===== src/hw/rtl/sva_pkg.sv =====
package sva_pkg;

  localparam int VOL_W   = 16;
  localparam int DIST_W  = 32;
  localparam int PRES_W  = 32;
  localparam int RANGE_W = 16;
  localparam int QUO_W   = 16;
  localparam int NUM_W   = 48;
  localparam int CFG_W   = 32;
  localparam int CIDX_W  = 3;

  localparam logic [VOL_W-1:0]  VOL_FULL  = 16'h8000;
  localparam logic [DIST_W-1:0] DIST_MIN  = 32'd2;

  localparam logic [CIDX_W-1:0] CFG_SILENCE  = 3'd0;
  localparam logic [CIDX_W-1:0] CFG_FAR      = 3'd1;
  localparam logic [CIDX_W-1:0] CFG_MEDIUM   = 3'd2;
  localparam logic [CIDX_W-1:0] CFG_CLOSE    = 3'd3;
  localparam logic [CIDX_W-1:0] CFG_FULL_P   = 3'd4;
  localparam logic [CIDX_W-1:0] CFG_ATM_THR  = 3'd5;
  localparam logic [CIDX_W-1:0] CFG_CUTOFF   = 3'd6;

  localparam logic [RANGE_W-1:0] RST_FAR     = 16'd2000;
  localparam logic [RANGE_W-1:0] RST_MEDIUM  = 16'd800;
  localparam logic [RANGE_W-1:0] RST_CLOSE   = 16'd320;
  localparam logic [PRES_W-1:0]  RST_FULL_P  = 32'd10375680;
  localparam logic [PRES_W-1:0]  RST_ATM_THR = 32'd102;
  localparam logic [VOL_W-1:0]   RST_CUTOFF  = 16'd1311;

  typedef enum logic [1:0] {
    ACT_NONE    = 2'd0,
    ACT_UPDATE  = 2'd1,
    ACT_STOP    = 2'd2,
    ACT_RELEASE = 2'd3
  } action_t;

  typedef enum logic [2:0] {
    PT_INTERNAL = 3'd0,
    PT_RADIO    = 3'd1,
    PT_FAR      = 3'd2,
    PT_MEDIUM   = 3'd3,
    PT_CLOSE    = 3'd4,
    PT_WIND     = 3'd5,
    PT_GLOBAL   = 3'd6,
    PT_UNKNOWN  = 3'd7
  } ptype_t;

  typedef struct packed {
    logic               silence;
    logic [RANGE_W-1:0] far_dist;
    logic [RANGE_W-1:0] medium_dist;
    logic [RANGE_W-1:0] close_dist;
    logic [PRES_W-1:0]  full_p;
    logic [PRES_W-1:0]  atm_thr;
    logic [VOL_W-1:0]   cutoff;
  } cfg_t;

  typedef struct packed {
    action_t            action;
    logic [VOL_W-1:0]   vol;
    logic               loop_set;
    logic               pause_set;
    logic               do_dist;
    logic               do_press;
    logic               do_cut;
    logic [RANGE_W-1:0] range;
    logic [DIST_W-1:0]  cam_dist;
    logic [PRES_W-1:0]  pres;
  } work_t;

endpackage


===== src/hw/rtl/sva_front.sv =====
module sva_front (
  input  sva_pkg::cfg_t               cfg,
  input  logic                        sound_active,
  input  logic                        sound_finished,
  input  logic                        sound_enabled,
  input  logic [2:0]                  playback_type,
  input  logic [sva_pkg::VOL_W-1:0]   base_volume,
  input  logic                        loop_request,
  input  logic                        pause_request,
  input  logic                        in_cockpit_view,
  input  logic                        has_focus,
  input  logic [sva_pkg::DIST_W-1:0]  camera_distance,
  input  logic [sva_pkg::PRES_W-1:0]  static_pressure,
  output sva_pkg::work_t              work
);

  sva_pkg::ptype_t              ptype;
  sva_pkg::action_t             action;
  logic [sva_pkg::VOL_W-1:0]    vol_sat;
  logic [sva_pkg::VOL_W-1:0]    vol_sel;
  logic [sva_pkg::RANGE_W-1:0]  range;
  logic [sva_pkg::DIST_W-1:0]   cam_dist;
  logic                         is_dist;
  logic                         upd;
  logic                         vac_mute;
  logic                         dist_path;
  logic                         press_ok;

  assign ptype    = sva_pkg::ptype_t'(playback_type);
  assign vol_sat  = (base_volume > sva_pkg::VOL_FULL) ? sva_pkg::VOL_FULL : base_volume;
  assign cam_dist = (camera_distance == '0) ? sva_pkg::DIST_MIN : camera_distance;

  always_comb begin
    is_dist = 1'b0;
    range   = cfg.far_dist;
    unique case (ptype)
      sva_pkg::PT_FAR: begin
        is_dist = 1'b1;
        range   = cfg.far_dist;
      end
      sva_pkg::PT_MEDIUM: begin
        is_dist = 1'b1;
        range   = cfg.medium_dist;
      end
      sva_pkg::PT_CLOSE: begin
        is_dist = 1'b1;
        range   = cfg.close_dist;
      end
      default: begin
        is_dist = 1'b0;
      end
    endcase
  end

  always_comb begin
    if (!sound_active) begin
      action = sva_pkg::ACT_NONE;
    end else if (sound_finished) begin
      action = sva_pkg::ACT_RELEASE;
    end else if (!sound_enabled) begin
      action = sva_pkg::ACT_STOP;
    end else if (ptype == sva_pkg::PT_UNKNOWN) begin
      action = sva_pkg::ACT_RELEASE;
    end else begin
      action = sva_pkg::ACT_UPDATE;
    end
  end

  assign upd       = (action == sva_pkg::ACT_UPDATE);
  assign vac_mute  = cfg.silence && !(static_pressure > cfg.atm_thr);
  assign dist_path = upd && is_dist && !in_cockpit_view;
  assign press_ok  = cfg.silence && (cfg.full_p != '0) && (static_pressure < cfg.full_p);

  always_comb begin
    case (ptype)
      sva_pkg::PT_INTERNAL: vol_sel = in_cockpit_view ? vol_sat : '0;
      sva_pkg::PT_RADIO:    vol_sel = has_focus ? vol_sat : '0;
      default:              vol_sel = (dist_path && vac_mute) ? '0 : vol_sat;
    endcase
  end

  always_comb begin
    work.action    = action;
    work.vol       = upd ? vol_sel : '0;
    work.loop_set  = upd && loop_request;
    work.pause_set = upd && pause_request;
    work.do_dist   = dist_path && !vac_mute && (cam_dist > {16'd0, range});
    work.do_press  = upd && press_ok &&
                     ((dist_path && !vac_mute) || (ptype == sva_pkg::PT_WIND));
    work.do_cut    = dist_path;
    work.range     = range;
    work.cam_dist  = cam_dist;
    work.pres      = static_pressure;
  end

endmodule


===== config.mk =====
export PLATFORM = sky130hd
export DESIGN_NAME = sva_front
export DESIGN_NICKNAME = d
export VERILOG_FILES = /design/src/hw/rtl/sva_pkg.sv /design/src/hw/rtl/sva_front.sv
export SDC_FILE = /design/constraint.sdc
export NUM_CORES = 1
export LEC_CHECK = 0
export ABC_AREA = 1
export BUFFER_PORTS_ARGS = -buffer_cell sky130_fd_sc_hd__buf_2
export CORE_AREA = 2 2 126 128
export DETAILED_ROUTE_END_ITERATION = 10
export DIE_AREA = 0 0 128 130
export SYNTH_ARGS = -nofsm -noshare
export SYNTH_HDL_FRONTEND = slang
export SYNTH_SLANG_ARGS = --single-unit

===== constraint.sdc =====
create_clock -name vclk -period 5.2
set_clock_uncertainty 0.05 [all_clocks]
set_input_delay 1.04 -clock vclk [all_inputs]
set_output_delay 1.04 -clock vclk [all_outputs]
set_load 0.1 [all_outputs]

## Yosys cells after proc, flatten, opt, wreduce, memory -nomap -nowiden

Cells that the tools add are included.

- Register bits: 0
- Logic and storage cells: 44
- Output and inout bits: 103

- Multiplexer cells: 13
- $lt $le $gt $ge: 4
- Reductions and logical operators: 20
- Equality and inequality tests: 7

Operator list:

| kind | number |
|---|---|
| 16-bit two-way mux | 5 |
| 16-bit case mux with 2 select lines | 2 |
| 32-bit by 16-bit greater-than comparator with 1-bit output | 1 |
| 32-bit greater-than comparator | 1 |
| 32-bit logical NOT | 1 |
| 32-bit less-than comparator | 1 |
| 32-bit two-way mux | 1 |
| 32-bit nonzero test | 1 |
| 16-bit greater-than comparator (second input constant) | 1 |
| 1-bit logical AND | 12 |
| 3-bit == test (second input constant) | 3 |
| 2-bit two-way mux | 4 |
| 3-bit by 2-bit == test with 1-bit output (second input constant) | 2 |
| 3-bit by 1-bit == test with 1-bit output (second input constant) | 1 |
| 1-bit logical NOT | 3 |
| 3-bit logical NOT | 1 |
| 3-bit OR reduction | 1 |
| 2-bit by 1-bit == test with 1-bit output (second input constant) | 1 |
| 1-bit logical OR | 1 |
| 1-bit two-way mux | 1 |

## Logic depth before layout (Yosys ltp)

- Depth in word-level cells: 12
- Mapped depth: 18

## Worst setup path before layout

No wires, ideal clock.

- Path kind: in2out
- Start point: input port playback_type[1]
- End point: output port work[82] in the netlist's numbering
- Data required time: 4.110 ns
- Buffers on the path: 1
- Data arrival time: 4.914 ns
- Path slack: -0.804 ns
- Stages: 15
- Path through: nor2_1 inv_1 nor2_4 nor2_2 buf_2 nand2_1 nand3_1 ha_1 inv_1 a21oi_1 o21ai_0 a21oi_1 o21ai_0 nand2_1 a21oi_1

RTL lines:

| what | RTL line | text |
|---|---|---|
| start: declaration | sva_front.sv:6 | `input logic [2:0] playback_type,` |
| end: declaration | sva_front.sv:14 | `output sva_pkg::work_t work` |

==> flow_metrics.tcl <==
set metrics [dict create \
    crit_path_end_kind "output pin" \
    total_power_uw 647 \
    drt.antenna.violating_nets 0 \
    holdPathEnd "work[0]" \
    grt.total_usage 0.137 \
    antenna_cells 0 \
    worst-setup-path-type "primary input to output pin" \
    drc_errors 0 \
    io-pin-count 322 \
    whs_ns 2.42 \
    drive_above_1_share 0.411 \
    min-delay-path-class "primary input to output pin" \
    port_buffers 306 \
    antenna_found_initial 0 \
    leakage_uw 0.00294 \
    avgRoutedWirePerCell_microns 13.2 \
    dp_hpwl_microns 11900 \
    synth.area.mux_share 0 \
    cts_resized 0 \
    yosys_warnings 0 \
    final-seq-area_sq_um 0 \
    layout.core_utilization 0.300 \
    routed_wirelength_microns 12800 \
    die_height_microns 130 \
    synth.avg_cell_area_sq_um 5.96 \
    clock_tree_buffer_count_of_the_final_layout 0 \
    die_area_sq_um 16600 \
    core-area_sq_um 15400 \
    finalCritPeriodShare 0.898 \
    required_ns 4.11 \
    worstMarginPinSlew_ns 0.671 \
    worst_hold_path.num_cells 2 \
    slew_headroom 0.553 \
    timing.critical_path.fanout_max 18 \
    synth_compound_gate_area_share 0.155 \
    run_status "finished, final reports clean" \
    cts.repair_timing.setup_buffer_count 0 \
    grt_start_max_net_pins 19 \
    min_from "static_pressure[0]" \
    yosys.area_share.simple 0.290 \
    die_w_microns 128 \
    grt.overflow.total 0 \
    slew_viol_final 0 \
    initial_utilization 0.209 \
    layout.cells.most_common "sky130_fd_sc_hd__buf_2" \
    grt_setup_unrepaired "no" \
    grt_pass1_vias 3730 \
    peakVddDrop_uv 80.8 \
    synth_fa_ha_area_frac 0.307 \
    fmax_mhz 214 \
    syn_inst 540 \
    placement_rows 46 \
    synth_top_family_by_area "adder cells" \
    setup-tns-final_ns 0 \
    highest_count_cells_in_the_layout_ignoring_fill_and_taps "sky130_fd_sc_hd__buf_2, sky130_fd_sc_hd__inv_1, sky130_fd_sc_hd__nand2_1" \
    num_vias 4180 \
    startpoint_kind_of_the_worst_setup_timing_path "primary input" \
    final_period_minus_worst_setup_slack_ns 4.67 \
    crit_path_start "playback_type[1]" \
    place.gp.congestion 0.817 \
    drt_pass1_iterations 4 \
    netlist_area_sq_um 3220 \
    grt_pass1_wl_microns 18400 \
    setup_violations 0 \
    avgViaCountPerCell 4.31 \
    post_synthesis_net_count 838 \
    postLayoutCellArea_sq_um 4630 \
    placed_area_sq_um 4630 \
    drtIter0Drc 124 \
    area.growth.synth_to_final_pct 43.7 \
    cts_hold_buf 0 \
    num-nets-final 1077 \
    number_of_distinct_library_cell_variants_in_the_gate_level_netlist_after_synthesis 31 \
    synth_sequential_area_ratio 0 \
    nFlopsAndLatches 0 \
    hold_violations 0 \
    power-per-cell-area_nw_per_um2 140 \
    synth-xor-area-share 0 \
    worstPathArrival_ns 3.58 \
    drv_cap 0 \
]
==> kinds of logic after synthesis <==
group                      Yosys count
AOI/OAI and AO/OA                   86
adders and majority gates           79
buffers and inverters              177
and+or+nand+nor                    198
==> per-layer routing <==
layer,GRT usage,wire length [microns]
met1,0.173,5480
met2,0.263,6340
met3,0.0127,893
met4,0.00840,92
met5,0,0
==> final cells by class <==
cell class | count | area [sq um]
Tap cell | 192 | 240
Fill cell | 1782 | 10800
Inverter | 107 | 402
Multi-Input combinational cell | 363 | 2430
Timing Repair Buffer | 307 | 1550
==> power breakdown <==
group	internal, uW	switching [uW]	total [uW]
sequential	0	0	0
clock	0	0	0
combinational	161	486	647
==> worst max-delay path, cell delays in order <==
cell and delay [ns]:
sky130_fd_sc_hd__buf_2 0.11, sky130_fd_sc_hd__nor2_1 0.06, sky130_fd_sc_hd__inv_1 0.09, sky130_fd_sc_hd__nor2_4 0.10, sky130_fd_sc_hd__nor2_2 0.56, sky130_fd_sc_hd__a21oi_1 0.22
sky130_fd_sc_hd__ha_1 0.34, sky130_fd_sc_hd__nand4_1 0.13, sky130_fd_sc_hd__nor3_1 0.25, sky130_fd_sc_hd__a21oi_1 0.09, sky130_fd_sc_hd__o21ai_0 0.08, sky130_fd_sc_hd__nand2_1 0.11
sky130_fd_sc_hd__a21oi_4 0.18, sky130_fd_sc_hd__buf_12 0.19
==> how the worst max path moves through the flow <==
stage	slack, ns	endpoint
finish	0.53	work[82]
global placement	0.53	work[82]
CTS	0.52	work[82]
global route	0.24	work[82]
detailed placement	0.53	work[82]
floorplan	0.07	work[82]
==> cells in the mapped netlist <==
cell / instances / area, sq um
sky130_fd_sc_hd__a211oi_1: 1 / 7.51
sky130_fd_sc_hd__o21ai_0: 12 / 60.1
sky130_fd_sc_hd__nor2_2: 1 / 6.26
sky130_fd_sc_hd__and2_0: 1 / 6.26
sky130_fd_sc_hd__buf_2: 2 / 10.0
sky130_fd_sc_hd__inv_2: 1 / 3.75
sky130_fd_sc_hd__nor3_4: 2 / 32.5
sky130_fd_sc_hd__buf_6: 1 / 11.3
sky130_fd_sc_hd__a21oi_1: 53 / 265
sky130_fd_sc_hd__a21oi_2: 1 / 8.76
sky130_fd_sc_hd__nor4_2: 1 / 12.5
sky130_fd_sc_hd__nand4_1: 13 / 81.3
sky130_fd_sc_hd__nor2_4: 2 / 22.5
sky130_fd_sc_hd__nand2_4: 1 / 11.3
sky130_fd_sc_hd__nand3_2: 2 / 20.0
sky130_fd_sc_hd__clkbuf_1: 34 / 128
sky130_fd_sc_hd__a21o_1: 2 / 15.0
sky130_fd_sc_hd__a31oi_1: 1 / 6.26
sky130_fd_sc_hd__nand3b_1: 1 / 7.51
sky130_fd_sc_hd__a41o_1: 1 / 10.0
sky130_fd_sc_hd__nor4_1: 15 / 93.8
sky130_fd_sc_hd__nor2_1: 44 / 165
sky130_fd_sc_hd__a22o_1: 11 / 96.3
sky130_fd_sc_hd__nor3_1: 4 / 20.0
sky130_fd_sc_hd__inv_1: 106 / 398
sky130_fd_sc_hd__ha_1: 79 / 988
sky130_fd_sc_hd__buf_4: 33 / 248
sky130_fd_sc_hd__o21a_1: 3 / 22.5
sky130_fd_sc_hd__o2111ai_1: 1 / 8.76
sky130_fd_sc_hd__nand2_1: 81 / 304
sky130_fd_sc_hd__nand3_1: 30 / 150
==> per-stage QoR <==
stage | setup WS, ns | instances
2_1_floorplan | 0.0660 | 540
3_3_place_gp | 0.531 | 969
3_5_place_dp | 0.526 | 969
4_1_cts | 0.521 | 969
5_1_grt | 0.241 | 969
6_report | 0.530 | 969
(Power assumes the default switching activity.)
