$ cat config.mk
export PLATFORM = sky130hd
export DESIGN_NAME = sva_queue
export DESIGN_NICKNAME = d
export VERILOG_FILES = /design/src/hw/rtl/sva_pkg.sv /design/src/hw/rtl/sva_queue.sv
export SDC_FILE = /design/constraint.sdc
export NUM_CORES = 1
export LEC_CHECK = 0
export ABC_AREA = 1
export BUFFER_PORTS_ARGS = -buffer_cell sky130_fd_sc_hd__buf_4
export CORE_MARGIN = 2
export CORE_UTILIZATION = 52
export CTS_BUF_LIST = sky130_fd_sc_hd__clkbuf_16
export DETAILED_ROUTE_END_ITERATION = 10
export GPL_TIMING_DRIVEN = 0
export PLACE_DENSITY = 0.8
export RECOVER_POWER = 25
export SLEW_MARGIN = 25
export SYNTH_ARGS = -nofsm -noshare
export SYNTH_HDL_FRONTEND = slang
export SYNTH_SLANG_ARGS = --single-unit
$ cat constraint.sdc
create_clock -name clk -period 5.4 [get_ports clk]
set_input_delay 0.54 -clock clk [delete_from_list [all_inputs] [get_ports clk]]
set_output_delay 0.54 -clock clk [all_outputs]
set_load 0.02 [all_outputs]
$ cat src/hw/rtl/sva_pkg.sv
package sva_pkg;

  localparam int VOL_W   = 16;
  localparam int DIST_W  = 32;
  localparam int PRES_W  = 32;
  localparam int RANGE_W = 16;
  localparam int QUO_W   = 16;
  localparam int NUM_W   = 48;
  localparam int CFG_W   = 32;
  localparam int CIDX_W  = 3;

  localparam logic [VOL_W-1:0]  VOL_FULL  = 16'h8000;
  localparam logic [DIST_W-1:0] DIST_MIN  = 32'd2;

  localparam logic [CIDX_W-1:0] CFG_SILENCE  = 3'd0;
  localparam logic [CIDX_W-1:0] CFG_FAR      = 3'd1;
  localparam logic [CIDX_W-1:0] CFG_MEDIUM   = 3'd2;
  localparam logic [CIDX_W-1:0] CFG_CLOSE    = 3'd3;
  localparam logic [CIDX_W-1:0] CFG_FULL_P   = 3'd4;
  localparam logic [CIDX_W-1:0] CFG_ATM_THR  = 3'd5;
  localparam logic [CIDX_W-1:0] CFG_CUTOFF   = 3'd6;

  localparam logic [RANGE_W-1:0] RST_FAR     = 16'd2000;
  localparam logic [RANGE_W-1:0] RST_MEDIUM  = 16'd800;
  localparam logic [RANGE_W-1:0] RST_CLOSE   = 16'd320;
  localparam logic [PRES_W-1:0]  RST_FULL_P  = 32'd10375680;
  localparam logic [PRES_W-1:0]  RST_ATM_THR = 32'd102;
  localparam logic [VOL_W-1:0]   RST_CUTOFF  = 16'd1311;

  typedef enum logic [1:0] {
    ACT_NONE    = 2'd0,
    ACT_UPDATE  = 2'd1,
    ACT_STOP    = 2'd2,
    ACT_RELEASE = 2'd3
  } action_t;

  typedef enum logic [2:0] {
    PT_INTERNAL = 3'd0,
    PT_RADIO    = 3'd1,
    PT_FAR      = 3'd2,
    PT_MEDIUM   = 3'd3,
    PT_CLOSE    = 3'd4,
    PT_WIND     = 3'd5,
    PT_GLOBAL   = 3'd6,
    PT_UNKNOWN  = 3'd7
  } ptype_t;

  typedef struct packed {
    logic               silence;
    logic [RANGE_W-1:0] far_dist;
    logic [RANGE_W-1:0] medium_dist;
    logic [RANGE_W-1:0] close_dist;
    logic [PRES_W-1:0]  full_p;
    logic [PRES_W-1:0]  atm_thr;
    logic [VOL_W-1:0]   cutoff;
  } cfg_t;

  typedef struct packed {
    action_t            action;
    logic [VOL_W-1:0]   vol;
    logic               loop_set;
    logic               pause_set;
    logic               do_dist;
    logic               do_press;
    logic               do_cut;
    logic [RANGE_W-1:0] range;
    logic [DIST_W-1:0]  cam_dist;
    logic [PRES_W-1:0]  pres;
  } work_t;

endpackage

$ cat src/hw/rtl/sva_queue.sv
module sva_queue #(
  parameter int DEPTH = 4
) (
  input  logic           clk,
  input  logic           rst_n,
  input  logic           push,
  input  sva_pkg::work_t push_data,
  output logic           full,
  input  logic           pop,
  output sva_pkg::work_t pop_data,
  output logic           empty
);

  localparam int PTR_W = (DEPTH > 1) ? $clog2(DEPTH) : 1;
  localparam int CNT_W = $clog2(DEPTH + 1);

  sva_pkg::work_t     entry_r [DEPTH];
  logic [PTR_W-1:0]   wr_ptr_r;
  logic [PTR_W-1:0]   rd_ptr_r;
  logic [CNT_W-1:0]   count_r;
  logic               do_push;
  logic               do_pop;

  assign full     = (count_r == CNT_W'(DEPTH));
  assign empty    = (count_r == '0);
  assign do_push  = push && !full;
  assign do_pop   = pop && !empty;
  assign pop_data = entry_r[rd_ptr_r];

  always_ff @(posedge clk) begin
    if (do_push) begin
      entry_r[wr_ptr_r] <= push_data;
    end
  end

  always_ff @(posedge clk) begin
    if (!rst_n) begin
      wr_ptr_r <= '0;
      rd_ptr_r <= '0;
      count_r  <= '0;
    end else begin
      if (do_push) begin
        wr_ptr_r <= (wr_ptr_r == PTR_W'(DEPTH - 1)) ? '0 : wr_ptr_r + 1'b1;
      end
      if (do_pop) begin
        rd_ptr_r <= (rd_ptr_r == PTR_W'(DEPTH - 1)) ? '0 : rd_ptr_r + 1'b1;
      end
      if (do_push && !do_pop) begin
        count_r <= count_r + 1'b1;
      end else if (do_pop && !do_push) begin
        count_r <= count_r - 1'b1;
      end
    end
  end

endmodule

Word-level counts from Yosys, hierarchy flattened
Memory sizes are Yosys's and may differ from the RTL's. A register that Yosys moved wholly into a read port is not among the register bits. Index checks and enable logic that the tools add are counted. W data, S select, Z words.

Bits in registers: 7. Bits in writable memories: 412. Bits of input ports: 107. Output and inout port bits: 105. Memories kept: 1.

$add $sub $neg: 4. Eq/ne operators: 3. Muxes and demuxes: 8. Reduce and logical (&&, ||, !) cells: 10.

Memory list: entry_r (depth 4, bits a word 103, read ports 1, clocked after Yosys merged registers in 1, wr ports 1, line sva_queue.sv:17) `sva_pkg::work_t entry_r [DEPTH];`.

Operators by type and width (count): $mux W2 (4); $mux W3 (2); $add A2 B1 Y2 const B (2); $eq A2 B2 Y1 const B (2); $logic_and A1 B1 Y1 (4); $logic_not A1 Y1 (4); $add A3 B1 Y3 const B (1); $eq A3 B3 Y1 const B (1); $logic_not A3 Y1 (1); $sub A3 B1 Y3 const B (1); $mux W1 (2); $reduce_bool A2 Y1 (1).

Logic depth before layout (Yosys ltp)
Depth in word-level cells: 7. Mapped depth: 13. Gate-level depth less buffers: 13.

Worst setup path before layout
No wires, ideal clock.

Path kind: register -> register. Start point: register count_r[1]. End point: memory entry_r[0][0] (netlist name) (enable). Data arrival time: 4975 ps. Setup slack: -141 ps. Stages on the path, launching flop included: 5. Path buffers: 0. Clock period less this slack: 5541 ps. Cell sequence: dfxtp_1 -> nor2_1 -> nand2_1 -> nand2_1 -> nor2_1.

Longest elaborated chain between the ends: 5.

Ends and longest elaborated chain: start: declaration (line sva_queue.sv:20) `logic [CNT_W-1:0] count_r;`; start signal: assignment (line sva_queue.sv:49) `count_r <= count_r + 1'b1;`; start signal: assignment (line sva_queue.sv:51) `count_r <= count_r - 1'b1;`; $eq A3 B3 Y1 (line sva_queue.sv:24) `assign full = (count_r == CNT_W'(DEPTH));`; $logic_not A1 Y1 (line sva_queue.sv:26) `assign do_push = push && !full;`; $logic_and A1 B1 Y1 (line sva_queue.sv:26); $mux W1 (line sva_queue.sv:31) `if (do_push) begin`; $mux W1 (implied by the code) (line sva_queue.sv:32) `entry_r[wr_ptr_r] <= push_data;`; end: declaration (line sva_queue.sv:17).

No other way between the ends.

==> flow_results.xml <==
<?xml version="1.0" encoding="UTF-8"?>
<metrics>
  <group name="setup_path">
    <metric name="path_delay_family" unit="">buffers and inverters</metric>
    <metric name="timing.critical_path.required" unit="ns">4.86</metric>
    <metric name="timing_worst_setup_path_type" unit="">register to primary output</metric>
    <metric name="crit_path_max_incr_delay" unit="ns">0.40</metric>
    <metric name="worstSetupStartpointType" unit="">register</metric>
    <metric name="crit_slowest_cell" unit="">sky130_fd_sc_hd__dfxtp_1</metric>
    <metric name="crit_path_max_fanout" unit="">10</metric>
    <metric name="cp_cell_sequence" unit="">buf_2 -&gt; clkbuf_1 -&gt; o21ai_0 -&gt; o22ai_1 -&gt; buf_4</metric>
    <metric name="crit_arrival" unit="ns">2.37</metric>
    <metric name="worst_setup_path_end_kind" unit="">primary output</metric>
    <metric name="critical_path.n_buffers_inverters" unit="">3</metric>
  </group>
  <group name="sta">
    <metric name="post-route-period-util" unit="%">53.9</metric>
    <metric name="clock_tree_skew_after_final_layout" unit="ns">0.0202</metric>
    <metric name="grt_setup_unrepaired" unit="">no</metric>
    <metric name="report.final.setup_viol" unit="">0</metric>
    <metric name="hold_viol_final" unit="">0</metric>
    <metric name="max-slew-margin-rel" unit="%">52.0</metric>
    <metric name="tns" unit="ns">0</metric>
    <metric name="drv_slew" unit="">0</metric>
    <metric name="period_needed" unit="ns">2.91</metric>
    <metric name="timing.fmax" unit="GHz">0.344</metric>
    <metric name="worst_pin_slew" unit="ns">0.719</metric>
  </group>
  <group name="die">
    <metric name="floorplan.die_area" unit="um^2">31600</metric>
    <metric name="die-height" unit="um">178</metric>
    <metric name="floorplan.initialDensity" unit="%">52.9</metric>
    <metric name="boundaryPins" unit="">212</metric>
    <metric name="num_rows" unit="">63</metric>
    <metric name="die_x" unit="um">178</metric>
    <metric name="core" unit="um^2">29700</metric>
  </group>
  <group name="synthesis">
    <metric name="total_standard_cell_area_after_synthesis" unit="um^2">15700</metric>
    <metric name="number_of_synthesized_register_bits" unit="">421</metric>
    <metric name="synth_area_per_cell" unit="um^2">14.7</metric>
    <metric name="ys_seq_area_share" unit="%">79.9</metric>
    <metric name="synth.net_count" unit="">1182</metric>
    <metric name="synth_warnings" unit="">0</metric>
    <metric name="yosysUniqueCellTypes" unit="">19</metric>
    <metric name="post_synth_inst_count" unit="">1068</metric>
  </group>
  <group name="cells_and_area">
    <metric name="post_layout_net_count" unit="">1458</metric>
    <metric name="flow.area_growth_from_synthesis" unit="%">24.0</metric>
    <metric name="stdcell_area" unit="um^2">19500</metric>
    <metric name="fillCellCount" unit="">2056</metric>
    <metric name="post_route_cells_drive_above_1_share" unit="%">18.5</metric>
  </group>
  <group name="cts">
    <metric name="cts.repair_timing.setup_buffer_count" unit="">0</metric>
    <metric name="tritoncts_clock_tree" unit="">yes</metric>
    <metric name="ctsResizeCount" unit="">0</metric>
    <metric name="clock_latency" unit="ns">0.52</metric>
    <metric name="numCtsBuffers" unit="">43</metric>
    <metric name="cts-root-to-sink-buffers" unit="">3</metric>
    <metric name="worst_setup_hold_path_clk_slew" unit="ns">0.06</metric>
    <metric name="clockRootBuffer" unit="">sky130_fd_sc_hd__clkbuf_16</metric>
    <metric name="postCtsHoldBufs" unit="">0</metric>
    <metric name="cts.sink_count" unit="">421</metric>
    <metric name="htree_num_levels" unit="">2</metric>
  </group>
  <group name="power">
    <metric name="ir_drop" unit="V">0.000353</metric>
    <metric name="pwr_density_cell" unit="nW/um^2">528</metric>
    <metric name="p_total" unit="mW">10.3</metric>
    <metric name="cellLeakagePower" unit="nW">6.77</metric>
  </group>
  <group name="route">
    <metric name="avgRoutedWirePerCell" unit="um">20.9</metric>
    <metric name="drc" unit="">0</metric>
    <metric name="via_per_inst" unit="">5.68</metric>
    <metric name="drt.antenna.violating_nets" unit="">0</metric>
    <metric name="routed_wl" unit="mm">36.9</metric>
    <metric name="dr_total_vias" unit="">10000</metric>
    <metric name="drt_first_iter_violations" unit="">762</metric>
    <metric name="drtPass1Iterations" unit="">5</metric>
  </group>
  <group name="placed_design">
    <metric name="detailedPlacementHpwl" unit="mm">23.7</metric>
    <metric name="placed_cell_area" unit="um^2">18300</metric>
    <metric name="io_buffers" unit="">211</metric>
    <metric name="gpl.final_weighted_congestion" unit="">0.778</metric>
  </group>
  <group name="status">
    <metric name="run_status" unit="">finished clean</metric>
  </group>
  <group name="global_routing">
    <metric name="grt_start_max_net_pins" unit="">23</metric>
    <metric name="wire_length_of_the_first_global_routing_pass" unit="mm">55.5</metric>
    <metric name="grt_pass1_vias" unit="">10100</metric>
    <metric name="groute.usage.overall" unit="%">23.3</metric>
    <metric name="globalRoute.totalOverflow" unit="">0</metric>
    <metric name="antenna_found_initial" unit="">3</metric>
  </group>
  <group name="min_path">
    <metric name="hold_path_class" unit="">primary input to register</metric>
  </group>
  <group name="job">
    <metric name="timing.max_cap.violations" unit="">0</metric>
  </group>
</metrics>
-- final timing paths --
| path | depth (start not counted) | to | from | slack [ns] |
|---|---|---|---|---|
| setup reg to reg | 7 | entry_r[2][40]$_DFFE_PP_ | count_r[1]$_SDFFE_PN0P_ | 2.89 |
| setup / recovery | 5 | pop_data[25] | register | 2.49 |
| hold reg to reg | 4 | rd_ptr_r[1]$_SDFFE_PN0P_ | rd_ptr_r[1]$_SDFFE_PN0P_ | 0.55 |
| hold / removal | 1 | entry_r[2][97]$_DFFE_PP_ | push_data[97] | 0.22 |
-- layer usage --
layer  GRT usage [%]  share of wire, %
met5               0             0.035
met4            6.86               2.4
met3            5.76               8.9
met2            39.8                50
met1            29.5                39
-- kinds of logic after synthesis --
logic type,count (synthesis),synth area share [%]
and+or+nand+nor,240,5.79
AOI/OAI and AO/OA,314,10.8
buffers and inverters,86,2.94
DFF,421,79.9
adders and majority gates,7,0.605
-- power breakdown --
| group | internal (mW) | leakage (nW) | switching (mW) | total (mW) |
|---|---|---|---|---|
| sequential | 3.97 | 3.85 | 0.0853 | 4.06 |
| combinational | 1.18 | 2.22 | 2.14 | 3.32 |
| clock | 1.78 | 0.699 | 1.14 | 2.92 |
| total | 6.93 | 6.77 | 3.37 | 10.3 |
-- synthesized netlist by cell type (all sizes together) --
library cell	number	share of area [%]
nor2	221	5.3
o21ai	208	6.6
fa	1	0.13
o22ai	103	4.1
nand4	1	0.040
nand2	15	0.36
buf	27	1.5
nand3	2	0.064
clkbuf	40	0.96
nand3b	1	0.048
a21oi	3	0.095
ha	6	0.48
edfxtp	412	79
inv	19	0.49
dfxtp	9	1.1
-- registers in the layout, summed over array words and instances (netlist names), named ones only --
register  cells
entry_r     412
wr_ptr_r      2
rd_ptr_r      2
count_r       3
-- stage by stage --
| step | cells | setup WS [ns] | util [%] | hold WS, ns |
|---|---|---|---|---|
| 2_1_floorplan | 1068 | -0.141 | - | 0.480 |
| 3_3_place_gp | 1669 | -3.51 | 59.9 | 0.496 |
| 3_5_place_dp | 1689 | 2.89 | 61.7 | 0.519 |
| 4_1_cts | 1763 | 2.48 | 66.4 | 0.193 |
| 5_1_grt | 1764 | 2.30 | 65.6 | 0.211 |
| 6_report | 1766 | 2.49 | 65.6 | 0.221 |
-- cell type report --
cell class                      count  area, um^2  area share, %
Antenna cell                        3        7.51         0.0385
Buffer                             67         385           1.98
Clock buffer                       43        1080           5.52
Clock inverter                     31         322           1.65
Inverter                           19        76.3          0.392
Multi-Input combinational cell    561        2740           14.0
Sequential cell                   421       12600           64.4
Tap cell                          390         488           2.50
Timing Repair Buffer              231        1850           9.49
-- cells in the final DEF, fill, tap and decap left out, types with 6 or more instances in the layout --
| cell | count |
|---|---|
| sky130_fd_sc_hd__buf_16 | 15 |
| sky130_fd_sc_hd__buf_2 | 8 |
| sky130_fd_sc_hd__buf_4 | 150 |
| sky130_fd_sc_hd__buf_6 | 14 |
| sky130_fd_sc_hd__bufinv_16 | 7 |
| sky130_fd_sc_hd__clkbuf_1 | 106 |
| sky130_fd_sc_hd__clkbuf_16 | 43 |
| sky130_fd_sc_hd__clkinv_1 | 11 |
| sky130_fd_sc_hd__dfxtp_1 | 9 |
| sky130_fd_sc_hd__edfxtp_1 | 412 |
| sky130_fd_sc_hd__ha_1 | 6 |
| sky130_fd_sc_hd__inv_1 | 24 |
| sky130_fd_sc_hd__nand2_1 | 15 |
| sky130_fd_sc_hd__nor2_1 | 217 |
| sky130_fd_sc_hd__o21ai_0 | 202 |
| sky130_fd_sc_hd__o21ai_1 | 6 |
| sky130_fd_sc_hd__o22ai_1 | 103 |
No activity file was read; power rests on OpenSTA's default activity.
